## config.mk

```make
export PLATFORM = sky130hd
export DESIGN_NAME = gbl_ctrl
export DESIGN_NICKNAME = d
export VERILOG_FILES = /design/src/rtl/gbl_pkg.sv /design/src/rtl/gbl_ctrl.sv
export SDC_FILE = /design/constraint.sdc
export NUM_CORES = 1
export LEC_CHECK = 0
export ABC_AREA = 0
export ABC_CLOCK_PERIOD_IN_PS = 1500
export BUFFER_PORTS_ARGS = -buffer_cell sky130_fd_sc_hd__buf_2
export CAP_MARGIN = 20
export CORE_AREA = 2 2 39 41
export DETAILED_ROUTE_END_ITERATION = 6
export DIE_AREA = 0 0 41 43
export GPL_TIMING_DRIVEN = 0
export PLACE_DENSITY = 0.52
export SYNTH_ARGS = -nofsm -noshare
export SYNTH_HDL_FRONTEND = slang
export SYNTH_SLANG_ARGS = --single-unit
```

## constraint.sdc

```tcl
create_clock -name clk -period 1.5 [get_ports clk]
set_input_delay 0.075 -clock clk [delete_from_list [all_inputs] [get_ports clk]]
set_output_delay 0.075 -clock clk [all_outputs]
set_load 0.005 [all_outputs]
```

## src/rtl/gbl_pkg.sv

```systemverilog
// Shared constants, types and helpers of the 7x7 Gaussian blur.
package gbl_pkg;

  localparam int MaxWidth  = 1024;
  localparam int MaxHeight = 1024;
  localparam int Radius    = 3;
  localparam int Taps      = 2 * Radius + 1;
  localparam int HistDepth = 2 * Radius * MaxWidth + 2 * Radius + 1;
  localparam int AddrW     = $clog2(HistDepth);
  localparam int CntW      = 21;
  localparam int DimW      = 11;
  localparam int WtW       = 16;
  localparam int AccW      = 46;
  localparam int QuotW     = 11;

  // register byte addresses
  localparam logic [4:0] REG_IMAGE_WIDTH  = 5'd0;
  localparam logic [4:0] REG_IMAGE_HEIGHT = 5'd4;
  localparam logic [4:0] REG_TAP_CENTER   = 5'd8;
  localparam logic [4:0] REG_TAP_ONE      = 5'd12;
  localparam logic [4:0] REG_TAP_TWO      = 5'd16;
  localparam logic [4:0] REG_TAP_THREE    = 5'd20;

  typedef struct packed {
    logic [DimW-1:0] image_width;
    logic [DimW-1:0] image_height;
    logic [WtW-1:0]  tap_weight_center;
    logic [WtW-1:0]  tap_weight_one;
    logic [WtW-1:0]  tap_weight_two;
    logic [WtW-1:0]  tap_weight_three;
  } gbl_cfg_t;

  typedef struct packed {
    logic take;
    logic step;
    logic div_run;
    logic tap_run;
    logic finish;
  } gbl_cmd_t;

  typedef struct packed {
    logic emit;
    logic div_last;
    logic tap_last;
    logic pipe_busy;
    logic out_free;
  } gbl_status_t;

  function automatic logic [7:0] sat8(input logic [AccW-1:0] acc);
    logic [AccW-33:0] v;
    v = acc[AccW-1:32];
    sat8 = (v > (AccW-32)'(255)) ? 8'hff : v[7:0];
  endfunction

endpackage

```

## src/rtl/gbl_ctrl.sv

```systemverilog
// Sequencer: item intake, position divide, tap sweep, result hand-off.
module gbl_ctrl
  import gbl_pkg::*;
(
  input  logic        clk,
  input  logic        rst,
  input  logic        s_tvalid,
  output logic        s_tready,
  input  gbl_status_t status,
  output gbl_cmd_t    cmd
);

  typedef enum logic [5:0] {
    ST_IDLE  = 6'b000001,
    ST_STEP  = 6'b000010,
    ST_DIV   = 6'b000100,
    ST_TAPS  = 6'b001000,
    ST_DRAIN = 6'b010000,
    ST_DONE  = 6'b100000
  } state_t;

  state_t state, state_next;

  always_ff @(posedge clk) begin
    if (rst) state <= ST_IDLE;
    else     state <= state_next;
  end

  assign s_tready = (state == ST_IDLE);

  always_comb begin
    state_next  = state;
    cmd         = '0;
    case (state)
      ST_IDLE: begin
        cmd.take = s_tvalid;
        if (s_tvalid) state_next = ST_STEP;
      end
      ST_STEP: begin
        cmd.step   = 1'b1;
        state_next = status.emit ? ST_DIV : ST_IDLE;
      end
      ST_DIV: begin
        cmd.div_run = 1'b1;
        if (status.div_last) state_next = ST_TAPS;
      end
      ST_TAPS: begin
        cmd.tap_run = 1'b1;
        if (status.tap_last) state_next = ST_DRAIN;
      end
      ST_DRAIN: begin
        if (!status.pipe_busy) state_next = ST_DONE;
      end
      ST_DONE: begin
        cmd.finish = status.out_free;
        if (status.out_free) state_next = ST_IDLE;
      end
      default: state_next = ST_IDLE;
    endcase
  end

endmodule

```

Yosys cells after proc, flatten, opt, wreduce, memory -nomap -nowiden
Index checks and enable logic that the tools add are counted.
{"block": "totals", "regBits": 6, "latch_bits": 0, "mem_bits_rw": 0, "mem_bits_ro": 0, "inputBits": 8, "output_inout_bits": 6, "wordCells": 25, "n_memories": 0}
{"block": "op_classes", "n_addsub": 0, "multipliers": 0, "div": 0, "order_cmp": 0, "n_eq_ne": 11, "shift": 0, "muxes": 12, "bitwise_logic": 0, "n_reduce_logical": 1}
{"cell": "case mux 6 bit (6 select lines)", "n": 1}
{"cell": "two-way mux 6 bit", "n": 5}
{"cell": "inequality test 2 bit (second input constant)", "n": 5}
{"cell": "== test 6 x 1 -> 1 bit (second input constant)", "n": 1}
{"cell": "== test 6 x 2 -> 1 bit (second input constant)", "n": 1}
{"cell": "== test 6 x 3 -> 1 bit (second input constant)", "n": 1}
{"cell": "== test 6 x 4 -> 1 bit (second input constant)", "n": 1}
{"cell": "== test 6 x 5 -> 1 bit (second input constant)", "n": 1}
{"cell": "== test 6 bit (second input constant)", "n": 1}
{"cell": "two-way mux 1 bit", "n": 5}
{"cell": "AND reduction 5 bit", "n": 1}
{"cell": "two-way mux 3 bit", "n": 1}

Logic depth before layout (Yosys ltp)
Gate-level depths: netlist of the first run.
{"block": "logic_depth", "word_depth": 3, "depth_mapped": 5, "depth_no_buf": 4}

Least setup slack after synthesis of the first run
Ideal clock, no wire load.
{"block": "synth_timing", "kind": "reg2reg", "start": "register state[0]", "end": "register state[5]", "setup_ns": 0.072, "arrival_time_ns": 1.255, "required_ns": 1.428, "setup_slack_ns": 0.174, "path_stages_with_launch": 6, "n_path_buf": 1, "path_cell_list": "dfxtp_1 -> buf_6 -> nor4_4 -> nand3b_2 -> o2111ai_2 -> mux2i_1"}
{"block": "synth_via", "elab_chain_len": 3, "elab_cells_between_ends": 13}
{"item": "start: declaration", "line": "gbl_ctrl.sv:22", "text": "state_t state, state_next;"}
{"item": "start signal: assignment", "line": "gbl_ctrl.sv:26", "text": "else state <= state_next;"}
{"item": "== test 6 x 3 -> 1 bit, or another cell as far along", "line": "gbl_ctrl.sv:34", "text": "case (state)"}
{"item": "inequality test 2 bit (no source line)"}
{"item": "AND reduction 5 bit (no source line)"}
Parallel ways exist; a longest one is shown, timed or not.
A chain may end at the register's enable or synchronous reset.

Final worst setup path of the first run
Ends and elaborated chain as after synthesis.

==> results.md, run 1 <==
- Status: finished with violations
- Violated checks: setup timing
- Crit path max fanout: 6
- Core box area: 1384 um2
- Main flop type after synthesis: dfxtp_1
- Hold-fix buffers, CTS: 0
- Mapped Nets: 55
- Cell Count Post-Placement: between 70 and 80
- Max VDD drop: 391.3 uV
- Total power: about 550 uW
- Total track usage: 0.1325
- WHS Path Cells: 4
- Num rows: 14
- Horiz. Die Dim: 41 um
- Vias in the first global route: roughly 330
- Setup slack after layout: -0.002189 ns
- Post-synth EDFFs: 0
- Final GP Congestion: around 0.78
- Fmax: ~0.67 GHz
- Mean post-synth cell area: around 8.9 um2
- Unique cell type count in the Yosys netlist: 31
- CP arrival: around 1.7 ns
- Initial antenna violation count: 0
- Setup violators final: 1
- WHS: between 0.1 and 0.15 ns
- CP Launch Type: flip-flop
- Max reg flops: 6
- Final wirelength: roughly 940 um
- Total die area: 1763 um2
- Cell Area, Synth: about 420 um2
- Starting Density: 0.3038
- Final period utilization: 1.001
- Count of input and output buffers: 12
- Req. time, crit path: between 1.5 and 2 ns
- First-pass GRT wire length: 1490 um
- PD cells: 911.4 nW/um2
- Worst-Margin Slew: around 0.35 ns
- Critical Path End Type: flip-flop
- Final Skew: ~0.0045 ns
- CTS buffer count: 3
- Fin crit period: around 1.5 ns
- Via count: 415
- First-pass DRT Iterations: 4
- Layout cell share with drive strength beyond 1: 0.4394
- Final ANT Viol Nets: 0
- CTS H-tree depth: 1
- YS warnings: 0
- Critical path type: flip-flop to flip-flop
- Initial drt markers: 6
- Final Hold Vio Count: 0
- Reg2reg setup slack: -0.002 ns
- Longest Clk Path Bufs: 2
- Largest reg by FF count: state
- Worst-path clk slew: approximately 0.050 ns
- ANT cells: 0
- Clk sinks: 6
- Post-synth ARST share: 0
- LEAKAGE: slightly below 0.3 nW
- Clock tree from TritonCTS: yes
- Syn Inst Count: 47
- Biggest regs: state (6)
- IO Pins: 14
- Seq/Total Area, Yosys: 0.2857
- RSZ-0062 raised after global routing: yes
- #FFs+latches synth: 6
- CTS root buffer: clkbuf_4
- Total congestion overflow: 0
- R2R depth: 5
- Syn-to-layout area delta: 43.75%
- End-of-flow core utilization: 0.4367
- HP Class: input port to flip-flop
- Clk_lat worst skew: around 0.25 ns
- Routed WL per cell: between 10 and 15 um
- DIE HEIGHT: around 43 um
- Fin cells: 82
- Max-cap violation count: 0
- Slew HR: 0.7685
- Post-DR vias/cell: a little over 5
- Largest net degree at the start of global routing: 10
- # DRC: 0
- Max Slew Vio Count: 0
- Layout net count: 76
- Dpl hpwl: 652.2 um
- Fillers: ~140
placed cells by master, fill, tap and decap left out, drive strengths merged, types with 2 or more instances in the layout:
master	instances
buf	18
nand3b	3
nor4	3
dfxtp	6
nor3b	3
nor2b	2
nor2	2
or2	2
inv	4
o21ai	2
o31ai	2
clkbuf	3
and3b	2
Yosys cell counts (2+ instances only):
master	n	area, um2
nor2_1	2	7.510
nand3b_1	2	15.01
and3b_1	2	17.52
dfxtp_1	6	120.1
nor3b_1	3	22.52
nor2b_1	2	12.51
o31ai_1	2	15.01
inv_1	4	15.01
or2_0	2	12.51
critical path, stage by stage (launching register included):
cell	delay [ns]
dfxtp_1	0.30
buf_6	0.13
nor4_4	0.37
nand3b_4	0.15
o2111ai_4	0.28
mux2i_1	0.21
path summary, 6_finish.rpt:
| path | startpoint | endpoint |
|---|---|---|
| min | s_tvalid | state[0] |
| max reg2reg | state[0] | state[5] |
| max | state[0] | state[5] |
| min reg2reg | state[5] | state[5] |
per-layer routing:
metal / share of wire / vias up / global-route usage
met2: 0.47 / 18 / 0.1719
met1: 0.45 / 183 / 0.1704
li1: - / 214 / -
met5: 0 / - / 0
met4: 0 / 0 / 0.1000
met3: 0.070 / 0 / 0.04712
timing repair:
action                                  in CTS  in global routing
setup buffers                                1                  3
gates resized for setup                      5                  5
pin swaps                                    2                  7
endpoints found under the setup margin       3                  8
cell families (layout without fill, tap and decap cells):
kind of cell / Yosys count / after routing / synth area share
DFF: 6 / 6 / 0.2857
buffers and inverters: 6 / 25 / 0.07141
AOI/OAI and AO/OA: 9 / 9 / 0.1577
xor gates and xnor gates: 1 / 1 / 0.02084
and+or+nand+nor: 24 / 24 / 0.4405
muxes: 1 / 1 / 0.02381
cell type report:
cell class / count / area [um2] / share of cell area
Timing Repair Buffer: 16 / 90.09 / 0.1491
Tap cell: 16 / 20.02 / 0.03313
Buffer: 2 / 15.01 / 0.02484
Sequential cell: 6 / 126.4 / 0.2091
Clock buffer: 3 / 22.52 / 0.03727
Multi-Input combinational cell: 35 / 315.3 / 0.5217
Inverter: 4 / 15.01 / 0.02484
stage by stage:
step / setup TNS (ns) / cell area [um2] / setup WS, ns
5_1_grt: -0.3271 / 604.3 / -0.07548
4_1_cts: 0 / 559.3 / 0.01555
3_3_place_gp: -0.04313 / 500.5 / -0.02867
3_5_place_dp: 0 / 500.5 / 0.005426
2_1_floorplan: 0 / 420.4 / 0.1738
6_report: -0.002189 / 604.3 / -0.002189
power by group:
| part | internal, mW | leakage [nW] | total, mW | switching [mW] |
|---|---|---|---|---|
| clock | 0.0910 | 0.0138 | 0.157 | 0.0660 |
| combinational | 0.123 | 0.231 | 0.205 | 0.0822 |
| sequential | 0.170 | 0.0507 | 0.188 | 0.0183 |
| total | 0.384 | 0.295 | 0.551 | 0.167 |
Note: power is estimated with default switching activity, not from simulation.
==> run 2, diff against run 1 <==
Settings changed: SKIP_LAST_GASP from default to 1.
==> run 2 against run 1 <==
The run still ends with setup timing left. Non-clock buffer count unchanged. Clock skew stayed put. Final cell count unchanged. First-iteration DRC count did not move. Register-to-register slack barely moved. Sequential power hardly changed. Maximum frequency did not move. Worst setup slack unchanged. Largest cell class unchanged.
==> results.md, run 2 (synthesized netlist as in run 1, its figures left out) <==
- Status: finished with violations
- Violated checks: setup timing
- Most common cell after layout, fill and taps aside: buf_2
- WHS Path Cells: 4
- RSZ-0062 raised after global routing: yes
- IO Pins: 14
- Worst-Margin Slew: about 0.35 ns
- CTS root buffer: clkbuf_4
- Fin crit period: between 1.5 and 2 ns
- Setup slack after layout: -0.002189 ns
- Routed WL per cell: roughly 11 um
- Setup violators final: 1
- Reg2reg setup slack: -0.002 ns
- Clock tree from TritonCTS: yes
- Flop pwr share: 0.342
- Worst-path clk slew: ~0.050 ns
- Layout cell share with drive strength beyond 1: 0.4394
- Final ANT Viol Nets: 0
- Initial antenna violation count: 0
- Critical Path End Type: flip-flop
- Count of input and output buffers: 12
- R2R depth: 5
- Crit path max-delay family: simple AND/OR/NAND/NOR gates
- Vias in the first global route: around 330
- Post-DR vias/cell: a little over 5
- First-pass DRT Iterations: 4
- Switching share of power: 0.3023
- Final period utilization: 1.001
- Horiz. Die Dim: slightly above 40 um
- LEAKAGE: between 0.2 and 0.3 nW
- Combinational share of power: 0.373
- Max-cap violation count: 0
- Fin cells: 82
- Clk_lat worst skew: 0.25 ns
- # DRC: 0
- Initial drt markers: 6
- Clk sinks: 6
- Starting Density: 0.3038
- Total congestion overflow: 0
- Net Sw Power: about 170 uW
- Final Skew: 0.004517 ns
- CP Cell Sequence: buf_6, nor4_4, nand3b_4, o2111ai_4, mux2i_1
- First-pass GRT wire length: between 1000 and 1500 um
- ANT cells: 0
- Largest net degree at the start of global routing: 10
- Num rows: 14
- Largest reg by FF count: state
- Total track usage: 0.1325
- PD cells: about 910 nW/um2
- Final GP Congestion: ~0.8
- Layout net count: 76
- Critical path type: flip-flop to flip-flop
- CTS buffer count: 3
- Buffers and inverters on the worst path: 1
- Crit path max fanout: 6
- DIE HEIGHT: ~43 um
- Cell Count Post-Placement: 75
- Min-delay src: s_tvalid
- CP arrival: approximately 1.7 ns
- HP Class: input port to flip-flop
- Final wirelength: about 940 um
- Critical-path top delay cell: nor4_4
- Clock network power share: 0.285
- Core box area: about 1400 um2
- Longest Clk Path Bufs: 2
- Worst R2R End: state[5]
- Max reg flops: 6
- Via count: 415
- Final Hold Vio Count: 0
- Total power: roughly 550 uW
- Dpl hpwl: around 650 um
- Worst hold endpoint: state[0]
- Commonest cells after routing, fill and taps aside: 12 x buf_2, 4 x inv_1, 4 x buf_4
- Critical R2R Launch: state[0]
- Max Slew Vio Count: 0
- Max VDD drop: ~390 uV
- CP Launch Type: flip-flop
- Fmax: between 0.6 and 0.7 GHz
- Req. time, crit path: about 1.7 ns
- Total die area: approximately 1800 um2
- Syn-to-layout area delta: 43.75%
- Internal: approximately 380 uW
- Slew HR: 0.7685
- Biggest regs: state (6)
- Biggest cell delay along the critical path: approximately 0.37 ns
- CTS H-tree depth: 1
run 2: cell counts in the layout (fill, tap and decap cells not counted):
No cell type changed its count.
run 2: power groups by stage:
stage / Combinational, mW / Sequential (mW) / Clock, mW
after floorplan: 0.117 / 0.184 / 0
after global placement: 0.159 / 0.187 / 0
after detailed placement: 0.157 / 0.186 / 0
after CTS: 0.182 / 0.186 / 0.165
after global routing: 0.227 / 0.190 / 0.175
final: 0.205 / 0.188 / 0.157
run 2: area by class of cell:
type	count	area, um2
fillers	143	779.5
inverters	4	15.01
plain buffers	2	15.01
clock buffers	3	22.52
flip-flops and latches	6	126.4
repair buffers	16	90.09
multi-input cells	35	315.3
well taps	16	20.02
run 2: worst reg2reg max path, stage by stage (launching register included):
cell and delay, ns:
dfxtp_1 0.30, buf_6 0.13, nor4_4 0.37, nand3b_4 0.15, o2111ai_4 0.28, mux2i_1 0.21
run 2: metal layers:
layer	vias up	track usage	part of all wire
met5	-	0	0
li1	214	-	-
met2	18	0.1719	0.47
met3	0	0.04712	0.070
met1	183	0.1704	0.45
met4	0	0.1000	0
run 2: timing repair:
action | CTS | global route
cloned | 0 | 0
endpoints found under the setup margin | 3 | 8
hold buffers | 0 | 0
buffers inserted | 1 | 3
gates resized for setup | 5 | 5
pin swaps | 2 | 7
run 2: metrics by stage:
stage          setup TNS (ns)  area, um2  hold WS, ns  utilization  setup slack [ns]
3_3_place_gp         -0.04313      500.5       0.3748       0.3617          -0.02867
6_report            -0.002189      604.3       0.1212       0.4367         -0.002189
5_1_grt               -0.3271      604.3       0.1351       0.4367          -0.07548
4_1_cts                     0      559.3       0.1121       0.4042           0.01555
2_1_floorplan               0      420.4       0.2353            -            0.1738
3_5_place_dp                0      500.5       0.3743       0.3617          0.005426
run 2: how the worst max path moves through the flow:
stage,start,endpoint,slack (ns),cells past startpoint
2_1_floorplan,state[0],state[5],0.17,5
3_3_place_gp,state[0],state[5],-0.03,5
3_5_place_dp,state[0],state[5],0.005,5
4_1_cts,state[2],cmd[4],0.02,4
5_1_grt,state[0],state[5],-0.08,5
6_report,state[0],state[5],-0.002,5
