$ cat config.mk
export PLATFORM = sky130hd
export DESIGN_NAME = gbl_regs
export DESIGN_NICKNAME = d
export VERILOG_FILES = /design/src/rtl/gbl_pkg.sv /design/src/rtl/gbl_regs.sv
export SDC_FILE = /design/constraint.sdc
export NUM_CORES = 1
export LEC_CHECK = 0
export BUFFER_PORTS_ARGS = -buffer_cell sky130_fd_sc_hd__buf_2
export CAP_MARGIN = 20
export CELL_PAD_IN_SITES_DETAIL_PLACEMENT = 0
export CELL_PAD_IN_SITES_GLOBAL_PLACEMENT = 2
export CORE_MARGIN = 5
export CORE_UTILIZATION = 26
export CTS_CLUSTER_SIZE = 30
export DETAILED_ROUTE_END_ITERATION = 12
export PLACE_DENSITY = 0.84
export SKIP_CTS_REPAIR_TIMING = 1
export SLEW_MARGIN = 30
export SYNTH_ARGS = -nofsm -noshare
export SYNTH_HDL_FRONTEND = slang
export SYNTH_SLANG_ARGS = --single-unit
$ cat constraint.sdc
create_clock -name clk -period 2 [get_ports clk]
set_input_delay 0.4 -clock clk [delete_from_list [all_inputs] [get_ports clk]]
set_output_delay 0.4 -clock clk [all_outputs]
set_load 0.02 [all_outputs]
$ cat src/rtl/gbl_pkg.sv
// Shared constants, types and helpers of the 7x7 Gaussian blur.
package gbl_pkg;

  localparam int MaxWidth  = 1024;
  localparam int MaxHeight = 1024;
  localparam int Radius    = 3;
  localparam int Taps      = 2 * Radius + 1;
  localparam int HistDepth = 2 * Radius * MaxWidth + 2 * Radius + 1;
  localparam int AddrW     = $clog2(HistDepth);
  localparam int CntW      = 21;
  localparam int DimW      = 11;
  localparam int WtW       = 16;
  localparam int AccW      = 46;
  localparam int QuotW     = 11;

  // register byte addresses
  localparam logic [4:0] REG_IMAGE_WIDTH  = 5'd0;
  localparam logic [4:0] REG_IMAGE_HEIGHT = 5'd4;
  localparam logic [4:0] REG_TAP_CENTER   = 5'd8;
  localparam logic [4:0] REG_TAP_ONE      = 5'd12;
  localparam logic [4:0] REG_TAP_TWO      = 5'd16;
  localparam logic [4:0] REG_TAP_THREE    = 5'd20;

  typedef struct packed {
    logic [DimW-1:0] image_width;
    logic [DimW-1:0] image_height;
    logic [WtW-1:0]  tap_weight_center;
    logic [WtW-1:0]  tap_weight_one;
    logic [WtW-1:0]  tap_weight_two;
    logic [WtW-1:0]  tap_weight_three;
  } gbl_cfg_t;

  typedef struct packed {
    logic take;
    logic step;
    logic div_run;
    logic tap_run;
    logic finish;
  } gbl_cmd_t;

  typedef struct packed {
    logic emit;
    logic div_last;
    logic tap_last;
    logic pipe_busy;
    logic out_free;
  } gbl_status_t;

  function automatic logic [7:0] sat8(input logic [AccW-1:0] acc);
    logic [AccW-33:0] v;
    v = acc[AccW-1:32];
    sat8 = (v > (AccW-32)'(255)) ? 8'hff : v[7:0];
  endfunction

endpackage

$ cat src/rtl/gbl_regs.sv
// APB register file: geometry and 1D tap weights.
module gbl_regs
  import gbl_pkg::*;
(
  input  logic        clk,
  input  logic        rst,
  input  logic        psel,
  input  logic        penable,
  input  logic        pwrite,
  input  logic [4:0]  paddr,
  input  logic [31:0] pwdata,
  output logic [31:0] prdata,
  output gbl_cfg_t    cfg
);

  logic wr;
  assign wr = psel & penable & pwrite;

  always_ff @(posedge clk) begin
    if (rst) begin
      cfg.image_width       <= DimW'(MaxWidth);
      cfg.image_height      <= DimW'(MaxHeight);
      cfg.tap_weight_center <= 16'hffff;
      cfg.tap_weight_one    <= '0;
      cfg.tap_weight_two    <= '0;
      cfg.tap_weight_three  <= '0;
    end else if (wr) begin
      case (paddr)
        REG_IMAGE_WIDTH:  cfg.image_width       <= pwdata[DimW-1:0];
        REG_IMAGE_HEIGHT: cfg.image_height      <= pwdata[DimW-1:0];
        REG_TAP_CENTER:   cfg.tap_weight_center <= pwdata[WtW-1:0];
        REG_TAP_ONE:      cfg.tap_weight_one    <= pwdata[WtW-1:0];
        REG_TAP_TWO:      cfg.tap_weight_two    <= pwdata[WtW-1:0];
        REG_TAP_THREE:    cfg.tap_weight_three  <= pwdata[WtW-1:0];
        default: ;
      endcase
    end
  end

  always_comb begin
    case (paddr)
      REG_IMAGE_WIDTH:  prdata = 32'(cfg.image_width);
      REG_IMAGE_HEIGHT: prdata = 32'(cfg.image_height);
      REG_TAP_CENTER:   prdata = 32'(cfg.tap_weight_center);
      REG_TAP_ONE:      prdata = 32'(cfg.tap_weight_one);
      REG_TAP_TWO:      prdata = 32'(cfg.tap_weight_two);
      REG_TAP_THREE:    prdata = 32'(cfg.tap_weight_three);
      default:          prdata = '0;
    endcase
  end

endmodule

* Word-level counts from Yosys, hierarchy flattened
Index checks and enable logic that the tools add are counted.
** Cells by class
- Equality and inequality tests :: 5
- Muxes and demuxes :: 1
- Bitwise logic cells :: 2
- Reduce and logical (&&, ||, !) cells :: 7
** Operator list (number)
- $pmux 16 s6 :: 1
- $reduce_and 2->1 :: 6
- $eq 5x4->1 const B :: 2
- $eq 5x5->1 const B :: 2
- $eq 5x3->1 const B :: 1
- $logic_not 5->1 :: 1
- $and 1x1->1 :: 2
** Storage, ports and cells
- Register bits after elaboration :: 86
- Output and inout port bits :: 118

* Depth between registers and ports, before layout
Gate-level depths: netlist of the first run.
- Word-level depth :: 3
- Depth in mapped cells :: 7
- Mapped depth without buffers :: 3

* Least setup slack after synthesis of the first run
Ideal clock, no wire load.
- Path kind :: input port to output port
- Start point :: input paddr[4]
- End point :: output prdata[10]
- Arrival :: 1812 ps
- Data required time :: 1600 ps
- Slack :: -212 ps
- Stages on the path :: 5
- Buffers on the path :: 3
- Cells stage by stage :: buf_6 or4b_4 buf_6 clkbuf_1 o221ai_1
** On the way
- Word-level cells in the longest chain between the ends :: 2
- Elaborated cells on any way between the ends :: 7
- Classes of those cells :: 5 x eq/ne; 1 x mux; 1 x reduce/logical
** RTL lines
- start, declared :: line gbl_regs.sv:10 : input logic [4:0] paddr,
- $eq 5x5->1, or another cell as far along :: line gbl_regs.sv:41 : case (paddr)
- $pmux 16 s6 * :: line gbl_regs.sv:41
- end, declared :: line gbl_regs.sv:12 : output logic [31:0] prdata,
Mark *: on every way between the ends. The rest lies on a longest branch, timed or not.

* Final worst setup path of the first run
- Start point :: input paddr[4]
- End point :: output prdata[6]
Same word-level chain as after synthesis.

==> tab_implementation.tex, run 1 <==
\begin{tabular}{lr}
\hline
Metric & Value \\
\hline
\multicolumn{2}{l}{\textbf{Layout}} \\
\quad Largest register by flop count & cfg \\
\quad Nets@finish & 603 \\
\quad Sequential cell area & approximately 1700 µm² \\
\quad Largest registers ranked by flip-flop count & cfg (86) \\
\quad Max FFs per register & 86 \\
\quad Fraction of final layout cells with drive strength greater than 1 & 0.3640 \\
\quad Area growth from synthesis to layout & 37.78\% \\
\quad Filler cell count in the final layout & 1685 \\
\quad Multi-input gate area & 2546 µm² \\
\quad Antenna cell count & 0 \\
\multicolumn{2}{l}{\textbf{Clock network}} \\
\quad TritonCTS clock tree & yes \\
\quad Cell at the root of the clock tree & sky130\_fd\_sc\_hd\_\_clkbuf\_16 \\
\quad Worst-Skew Late Latency & 330 ps \\
\quad CTS buffer count & 9 \\
\quad Clock Path Buffers & 2 \\
\quad H-Tree Depth & 3 \\
\quad CTS Sinks & 86 \\
\quad Clock-pin slew of the registers on the worst-case setup and hold paths & 60 ps \\
\multicolumn{2}{l}{\textbf{Yosys}} \\
\quad Ys flop type & sky130\_fd\_sc\_hd\_\_dfxtp\_1 \\
\quad Netlist Area Pre-Place & between 4000 and 5000 µm² \\
\quad Sequential share of the synthesized area & 0.4036 \\
\quad Post-synth top area cell & sky130\_fd\_sc\_hd\_\_dfxtp\_1 \\
\quad Unique cell type count in the Yosys netlist & 24 \\
\quad Synth warn & 0 \\
\quad Flop and latch count out of synthesis & 86 \\
\quad Largest cells by area after synthesis & sky130\_fd\_sc\_hd\_\_dfxtp\_1, sky130\_fd\_sc\_hd\_\_mux2i\_1, sky130\_fd\_sc\_hd\_\_nand2b\_1 \\
\quad Share of flip-flops with an asynchronous set or reset & 0 \\
\quad Syn avg cell area & approximately 10 µm² \\
\quad Synthesized instance count & 425 \\
\quad Area fraction of the dominant cell type after synthesis & 0.4036 \\
\quad Count of flip-flops with a built-in enable after synthesis & 0 \\
\quad Synth top cells by count & sky130\_fd\_sc\_hd\_\_mux2i\_1, sky130\_fd\_sc\_hd\_\_dfxtp\_1, sky130\_fd\_sc\_hd\_\_nand2b\_1 \\
\quad Most repeated cell in the gate-level netlist after synthesis & sky130\_fd\_sc\_hd\_\_mux2i\_1 \\
\multicolumn{2}{l}{\textbf{GRT}} \\
\quad Via count of the first global-routing pass & $\sim$3700 \\
\quad Largest net degree at the start of global routing & 61 \\
\quad Antenna violations before repair & 1 \\
\quad Wire length of the first global-routing pass & about 21000 µm \\
\quad Combined global-route utilization of all metal layers & 0.1353 \\
\quad Total congestion overflow & 0 \\
\multicolumn{2}{l}{\textbf{Floorplan}} \\
\quad Starting Density & 0.2666 \\
\quad Die area & about 19000 µm² \\
\quad Area of the core region & $\sim$16000 µm² \\
\quad Row Count & 46 \\
\quad Vertical die dimension & $\sim$140 µm \\
\quad Die W & approximately 140 µm \\
\quad Total I/O pin count & 160 \\
\multicolumn{2}{l}{\textbf{Setup path}} \\
\quad Type of origin of the critical path & input pin \\
\quad Data required time of the worst path & between 1500 and 2000 ps \\
\quad Peak fanout along the critical path & 7 \\
\quad Category of the worst setup path capture point & output pin \\
\quad FF-to-FF Start & cfg[2]\$\_SDFFE\_PP0P\_ \\
\quad Worst setup slack for register-to-register paths & $\sim$1300 ps \\
\quad End of the worst register-to-register path & cfg[2]\$\_SDFFE\_PP0P\_ \\
\quad Path type of the worst setup path & input pin to output pin \\
\quad Worst R2R Path Depth & 2 \\
\quad Data arrival at the endpoint of the critical path & 1610 ps \\
\multicolumn{2}{l}{\textbf{Route}} \\
\quad Number of nets still failing antenna checks after routing & 0 \\
\quad Detailed router's first-iteration violation count & 88 \\
\quad DRC viols & 0 \\
\quad DR vias/cell & 4.426 \\
\quad Via count & $\sim$3500 \\
\quad Routed wire length per instance & about 17 µm \\
\quad DRT Pass-1 Iters & 4 \\
\quad DRT Wirelength & 13100 µm \\
\multicolumn{2}{l}{\textbf{Run status}} \\
\quad Violations in the final reports & negative setup slack \\
\quad Result of the run & finished with violations \\
\multicolumn{2}{l}{\textbf{Power}} \\
\quad Pleak & roughly 0.0028 µW \\
\quad Sequential cell fraction of total power & 0.479 \\
\quad Clock share of power & 0.427 \\
\quad Cell-internal power & roughly 2700 µW \\
\quad Fraction of power spent switching nets & 0.2398 \\
\quad Gate power share & 0.094 \\
\quad Switching power & approximately 860 µW \\
\quad Overall power & roughly 3600 µW \\
\quad Maximum VDD drop & 0.3515 mV \\
\quad Power per Cell Area & approximately 600 nW/µm² \\
\multicolumn{2}{l}{\textbf{Placement}} \\
\quad Port Buf Inserts & $\sim$130 \\
\quad Final weighted congestion of routability-driven global placement & 0.7978 \\
\quad Final HPWL from detailed placement & about 10000 µm \\
\multicolumn{2}{l}{\textbf{Timing}} \\
\quad Final-report max-slew violation count & 0 \\
\quad Worst hold slack & 339.5 ps \\
\quad Timing-limited maximum frequency & about 500 MHz \\
\quad Crit share post-route & 1.004 \\
\quad Final setup violation count & 1 \\
\quad Final clock skew & 0 ps \\
\quad Number of hold violations in the final report & 0 \\
\quad Final worst setup slack & -8.376 ps \\
\quad RSZ-0062 raised after global routing & yes \\
\quad Fin crit period & $\sim$2000 ps \\
\multicolumn{2}{l}{\textbf{Job}} \\
\quad Maximum capacitance violations & 0 \\
\multicolumn{2}{l}{\textbf{Hold path}} \\
\quad Worst hold-check path type & input pin to flop \\
\quad Worst hold endpoint & cfg[49]\$\_SDFFE\_PP1P\_ \\
\quad Hold\_sp & pwdata[1] \\
\quad Hold depth & 3 \\
\hline
\end{tabular}
## routing by layer
layer	track usage	vias to the layer above	routed length [µm]
met5	0	-	11
met4	0.04264	2	190
met3	0.04138	16	731
met2	0.2292	100	6476
met1	0.1648	1641	5693
li1	-	1702	-
## cell usage in the layout, fill, tap and decap left out, types with 2 or more instances in the layout
master and n:
sky130_fd_sc_hd__conb_1 16, sky130_fd_sc_hd__buf_6 15, sky130_fd_sc_hd__mux2_2 11, sky130_fd_sc_hd__o22ai_4 5, sky130_fd_sc_hd__clkbuf_16 9, sky130_fd_sc_hd__buf_12 8
sky130_fd_sc_hd__o221ai_4 8, sky130_fd_sc_hd__buf_4 26, sky130_fd_sc_hd__nand2_1 15, sky130_fd_sc_hd__clkinv_2 3, sky130_fd_sc_hd__nand3_2 2, sky130_fd_sc_hd__nand2b_1 85
sky130_fd_sc_hd__nor2_1 34, sky130_fd_sc_hd__o221ai_2 3, sky130_fd_sc_hd__clkbuf_1 2, sky130_fd_sc_hd__mux2i_1 118, sky130_fd_sc_hd__dfxtp_1 86, sky130_fd_sc_hd__buf_2 109
## per-stage QoR
stage / TNS [ps] / cells / setup slack (ps) / utilization / cell area [µm²]
global placement: -582.3 / 764 / -64.62 / 0.3408 / 5453
detailed placement: -733.9 / 764 / -65.63 / 0.3408 / 5453
CTS: -753.3 / 780 / -70.39 / 0.3576 / 5722
floorplan: 0 / 440 / 12.69 / - / 4543
global route: -210.7 / 782 / -41.36 / 0.3673 / 5877
finish: -8.376 / 782 / -8.376 / 0.3673 / 5877
## logic make-up after synthesis
kind of cell | Yosys count | share of synthesized area
and+or+nand+nor | 145 | 0.1910
muxes | 129 | 0.3060
DFF | 86 | 0.4036
buffers and inverters | 48 | 0.06864
AOI/OAI and AO/OA | 16 | 0.02992
other | 1 | 0.0008792
## critical path, stage by stage
cell and delay, ps:
sky130_fd_sc_hd__buf_6 100, sky130_fd_sc_hd__or4b_4 580, sky130_fd_sc_hd__buf_12 180, sky130_fd_sc_hd__o221ai_4 200, sky130_fd_sc_hd__buf_6 150
## how the worst max path moves through the flow
stage               startpoint         end
floorplan             paddr[4]  prdata[10]
CTS                   paddr[0]   prdata[4]
detailed placement    paddr[0]   prdata[4]
global placement      paddr[0]   prdata[4]
finish                paddr[4]   prdata[6]
global route          paddr[4]   prdata[6]
## power groups by stage
| stage | combinational, µW | sequential (µW) | clock (µW) |
|---|---|---|---|
| after global placement | 320 | 1760 | 0 |
| after detailed placement | 326 | 1760 | 0 |
| final | 339 | 1720 | 1530 |
| after floorplan | 232 | 1760 | 0 |
| after global routing | 365 | 1720 | 1660 |
| after CTS | 326 | 1720 | 1590 |
## final cells by class
type,count,area share
multi-input combinational,306,0.4333
sequential,86,0.2930
timing repair buffer,158,0.1820
tap,216,0.04599
clock buffer,12,0.04194
clock inverter,4,0.003832
(Power assumes the default switching activity.)
==> run 2, diff against run 1 <==
--- a/config.mk
+++ b/config.mk
@@ -13,7 +13,7 @@
 export CORE_UTILIZATION = 26
 export CTS_CLUSTER_SIZE = 30
 export DETAILED_ROUTE_END_ITERATION = 12
-export PLACE_DENSITY = 0.84
+export PLACE_DENSITY = 0.81
 export SKIP_CTS_REPAIR_TIMING = 1
 export SLEW_MARGIN = 30
 export SYNTH_ARGS = -nofsm -noshare
==> tab_implementation.tex, run 2 (synthesis results as in run 1) <==
\begin{tabular}{lr}
\hline
Metric & Value \\
\hline
\multicolumn{2}{l}{\textbf{Run status}} \\
\quad Result of the run & finished with violations \\
\quad Violations in the final reports & negative setup slack \\
\multicolumn{2}{l}{\textbf{Clock network}} \\
\quad Clock-pin slew of the registers on the worst-case setup and hold paths & 60 ps \\
\quad TritonCTS clock tree & yes \\
\quad Clock Path Buffers & 2 \\
\quad CTS buffer count & 9 \\
\quad Cell at the root of the clock tree & sky130\_fd\_sc\_hd\_\_clkbuf\_16 \\
\quad H-Tree Depth & 3 \\
\quad Worst-Skew Late Latency & around 340 ps \\
\quad CTS Sinks & 86 \\
\multicolumn{2}{l}{\textbf{GRT}} \\
\quad Wire length of the first global-routing pass & 20780 µm \\
\quad Via count of the first global-routing pass & roughly 3700 \\
\quad Largest net degree at the start of global routing & 63 \\
\quad Total congestion overflow & 0 \\
\quad Combined global-route utilization of all metal layers & 0.1386 \\
\quad Antenna violations before repair & 2 \\
\multicolumn{2}{l}{\textbf{Setup path}} \\
\quad Data required time of the worst path & 1600 ps \\
\quad Critical Path Max Stage Delay & slightly below 600 ps \\
\quad List of cells traversed by the critical path & buf\_6, or4b\_4, buf\_4, o221ai\_4, buf\_4 \\
\quad Most common cell type on the critical path & sky130\_fd\_sc\_hd\_\_buf\_4 \\
\quad Worst setup slack for register-to-register paths & about 1400 ps \\
\quad Path type of the worst setup path & input pin to output pin \\
\quad Peak fanout along the critical path & 4 \\
\quad Data arrival at the endpoint of the critical path & between 1500 and 2000 ps \\
\quad Category of the worst setup path capture point & output pin \\
\quad Type of origin of the critical path & input pin \\
\quad Cell with the largest stage delay on the worst path & sky130\_fd\_sc\_hd\_\_or4b\_4 \\
\multicolumn{2}{l}{\textbf{Timing}} \\
\quad Final setup violation count & 5 \\
\quad Fin crit period & approximately 2000 ps \\
\quad Final-report max-slew violation count & 0 \\
\quad Final worst setup slack & -16.31 ps \\
\quad Timing-limited maximum frequency & between 400 and 500 MHz \\
\quad RSZ-0062 raised after global routing & yes \\
\quad Crit share post-route & 1.008 \\
\quad Number of hold violations in the final report & 0 \\
\quad Final clock skew & 0 ps \\
\multicolumn{2}{l}{\textbf{Floorplan}} \\
\quad Vertical die dimension & 138.1 µm \\
\quad Die W & between 100 and 150 µm \\
\quad Total I/O pin count & between 150 and 200 \\
\quad Die area & 19070 µm² \\
\quad Starting Density & 0.2666 \\
\quad Area of the core region & between 15000 and 20000 µm² \\
\quad Row Count & 46 \\
\multicolumn{2}{l}{\textbf{Layout}} \\
\quad Area growth from synthesis to layout & 36.76\% \\
\quad Most common cell after layout, fill and taps aside & sky130\_fd\_sc\_hd\_\_mux2i\_1 \\
\quad Final cell count without fillers & about 770 \\
\quad Most frequent cells in the layout & sky130\_fd\_sc\_hd\_\_mux2i\_1, sky130\_fd\_sc\_hd\_\_buf\_2, sky130\_fd\_sc\_hd\_\_dfxtp\_1 \\
\quad Largest register by flop count & cfg \\
\quad Nets@finish & 597 \\
\quad Finished Cell Area & 5833 µm² \\
\quad Filler cell count in the final layout & $\sim$1700 \\
\quad Largest registers ranked by flip-flop count & cfg (86) \\
\quad Sequential cell area & 1722 µm² \\
\quad Antenna cell count & 0 \\
\quad Fraction of final layout cells with drive strength greater than 1 & 0.3548 \\
\quad Max FFs per register & 86 \\
\quad Multi-input gate area & 2530 µm² \\
\multicolumn{2}{l}{\textbf{Route}} \\
\quad DRT Wirelength & 13220 µm \\
\quad DRT Pass-1 Iters & 4 \\
\quad Via count & about 3500 \\
\quad DR vias/cell & around 4.5 \\
\quad Routed wire length per instance & roughly 17 µm \\
\quad DRC viols & 0 \\
\quad Detailed router's first-iteration violation count & 90 \\
\quad Number of nets still failing antenna checks after routing & 0 \\
\multicolumn{2}{l}{\textbf{Power}} \\
\quad Power per Cell Area & roughly 620 nW/µm² \\
\quad Pleak & 0.002743 µW \\
\quad Switching power & roughly 860 µW \\
\quad Maximum VDD drop & 0.4054 mV \\
\quad Sequential cell fraction of total power & 0.472 \\
\quad Clock share of power & 0.436 \\
\quad Fraction of power spent switching nets & 0.2354 \\
\quad Gate power share & 0.092 \\
\quad Cell-internal power & roughly 2800 µW \\
\multicolumn{2}{l}{\textbf{Placement}} \\
\quad Port Buf Inserts & approximately 130 \\
\quad Placed inst area & between 5000 and 6000 µm² \\
\quad Number of placed instances with taps included & $\sim$760 \\
\quad Final HPWL from detailed placement & between 10000 and 15000 µm \\
\quad Final weighted congestion of routability-driven global placement & roughly 0.84 \\
\multicolumn{2}{l}{\textbf{Job}} \\
\quad Maximum capacitance violations & 0 \\
\multicolumn{2}{l}{\textbf{Hold path}} \\
\quad Worst hold-check path type & input pin to flop \\
\hline
\end{tabular}
## run 2: cell type report
cell class / count / share of cell area
multi-input cells: 306 / 0.4337
flip-flops and latches: 86 / 0.2952
repair buffers: 152 / 0.1776
clock inverters: 1 / 0.0008580
clock buffers: 13 / 0.04633
well taps: 216 / 0.04633
## run 2: final timing paths
| kind | cells after the start | endpoint | startpoint |
|---|---|---|---|
| min reg2reg | 2 | cfg[24]$_SDFFE_PP0P_ | cfg[24]$_SDFFE_PP0P_ |
| max | 5 | prdata[1] | paddr[0] |
| max reg2reg | 2 | cfg[35]$_SDFFE_PP0P_ | cfg[35]$_SDFFE_PP0P_ |
| min | 3 | cfg[48]$_SDFFE_PP1P_ | pwdata[0] |
## run 2: per-stage QoR
step	setup WS (ps)	power, µW	utilization	setup TNS, ps	hold WS [ps]
after global placement	-60.91	2082	0.3400	-562.1	472.1
after global routing	-42.42	3812	0.3646	-264.3	336.5
final	-16.31	3644	0.3646	-50.45	338.4
after floorplan	12.69	1994	-	0	557.5
after CTS	-72.42	3705	0.3572	-785.1	319.6
after detailed placement	-71.48	2086	0.3400	-767.3	479.3
## run 2: worst max-delay path, delay by kind of cell
kind	cells	cell delay (ps)
compound gates	1	160
buf+inv	3	470
simple gates	1	580
## run 2: metal layers
metal,GRT usage,up-vias,wire (µm)
li1,-,1686,-
met1,0.1569,1663,5536
met2,0.2359,107,6550
met3,0.06310,10,1012
met4,0.03952,4,99
met5,0,-,21
## run 2: power by group through the flow
stage               clock [µW]  sequential (µW)  combinational, µW
finish                    1590             1720                334
global route              1730             1720                359
CTS                       1660             1720                329
detailed placement           0             1760                328
global placement             0             1760                324
floorplan                    0             1760                232
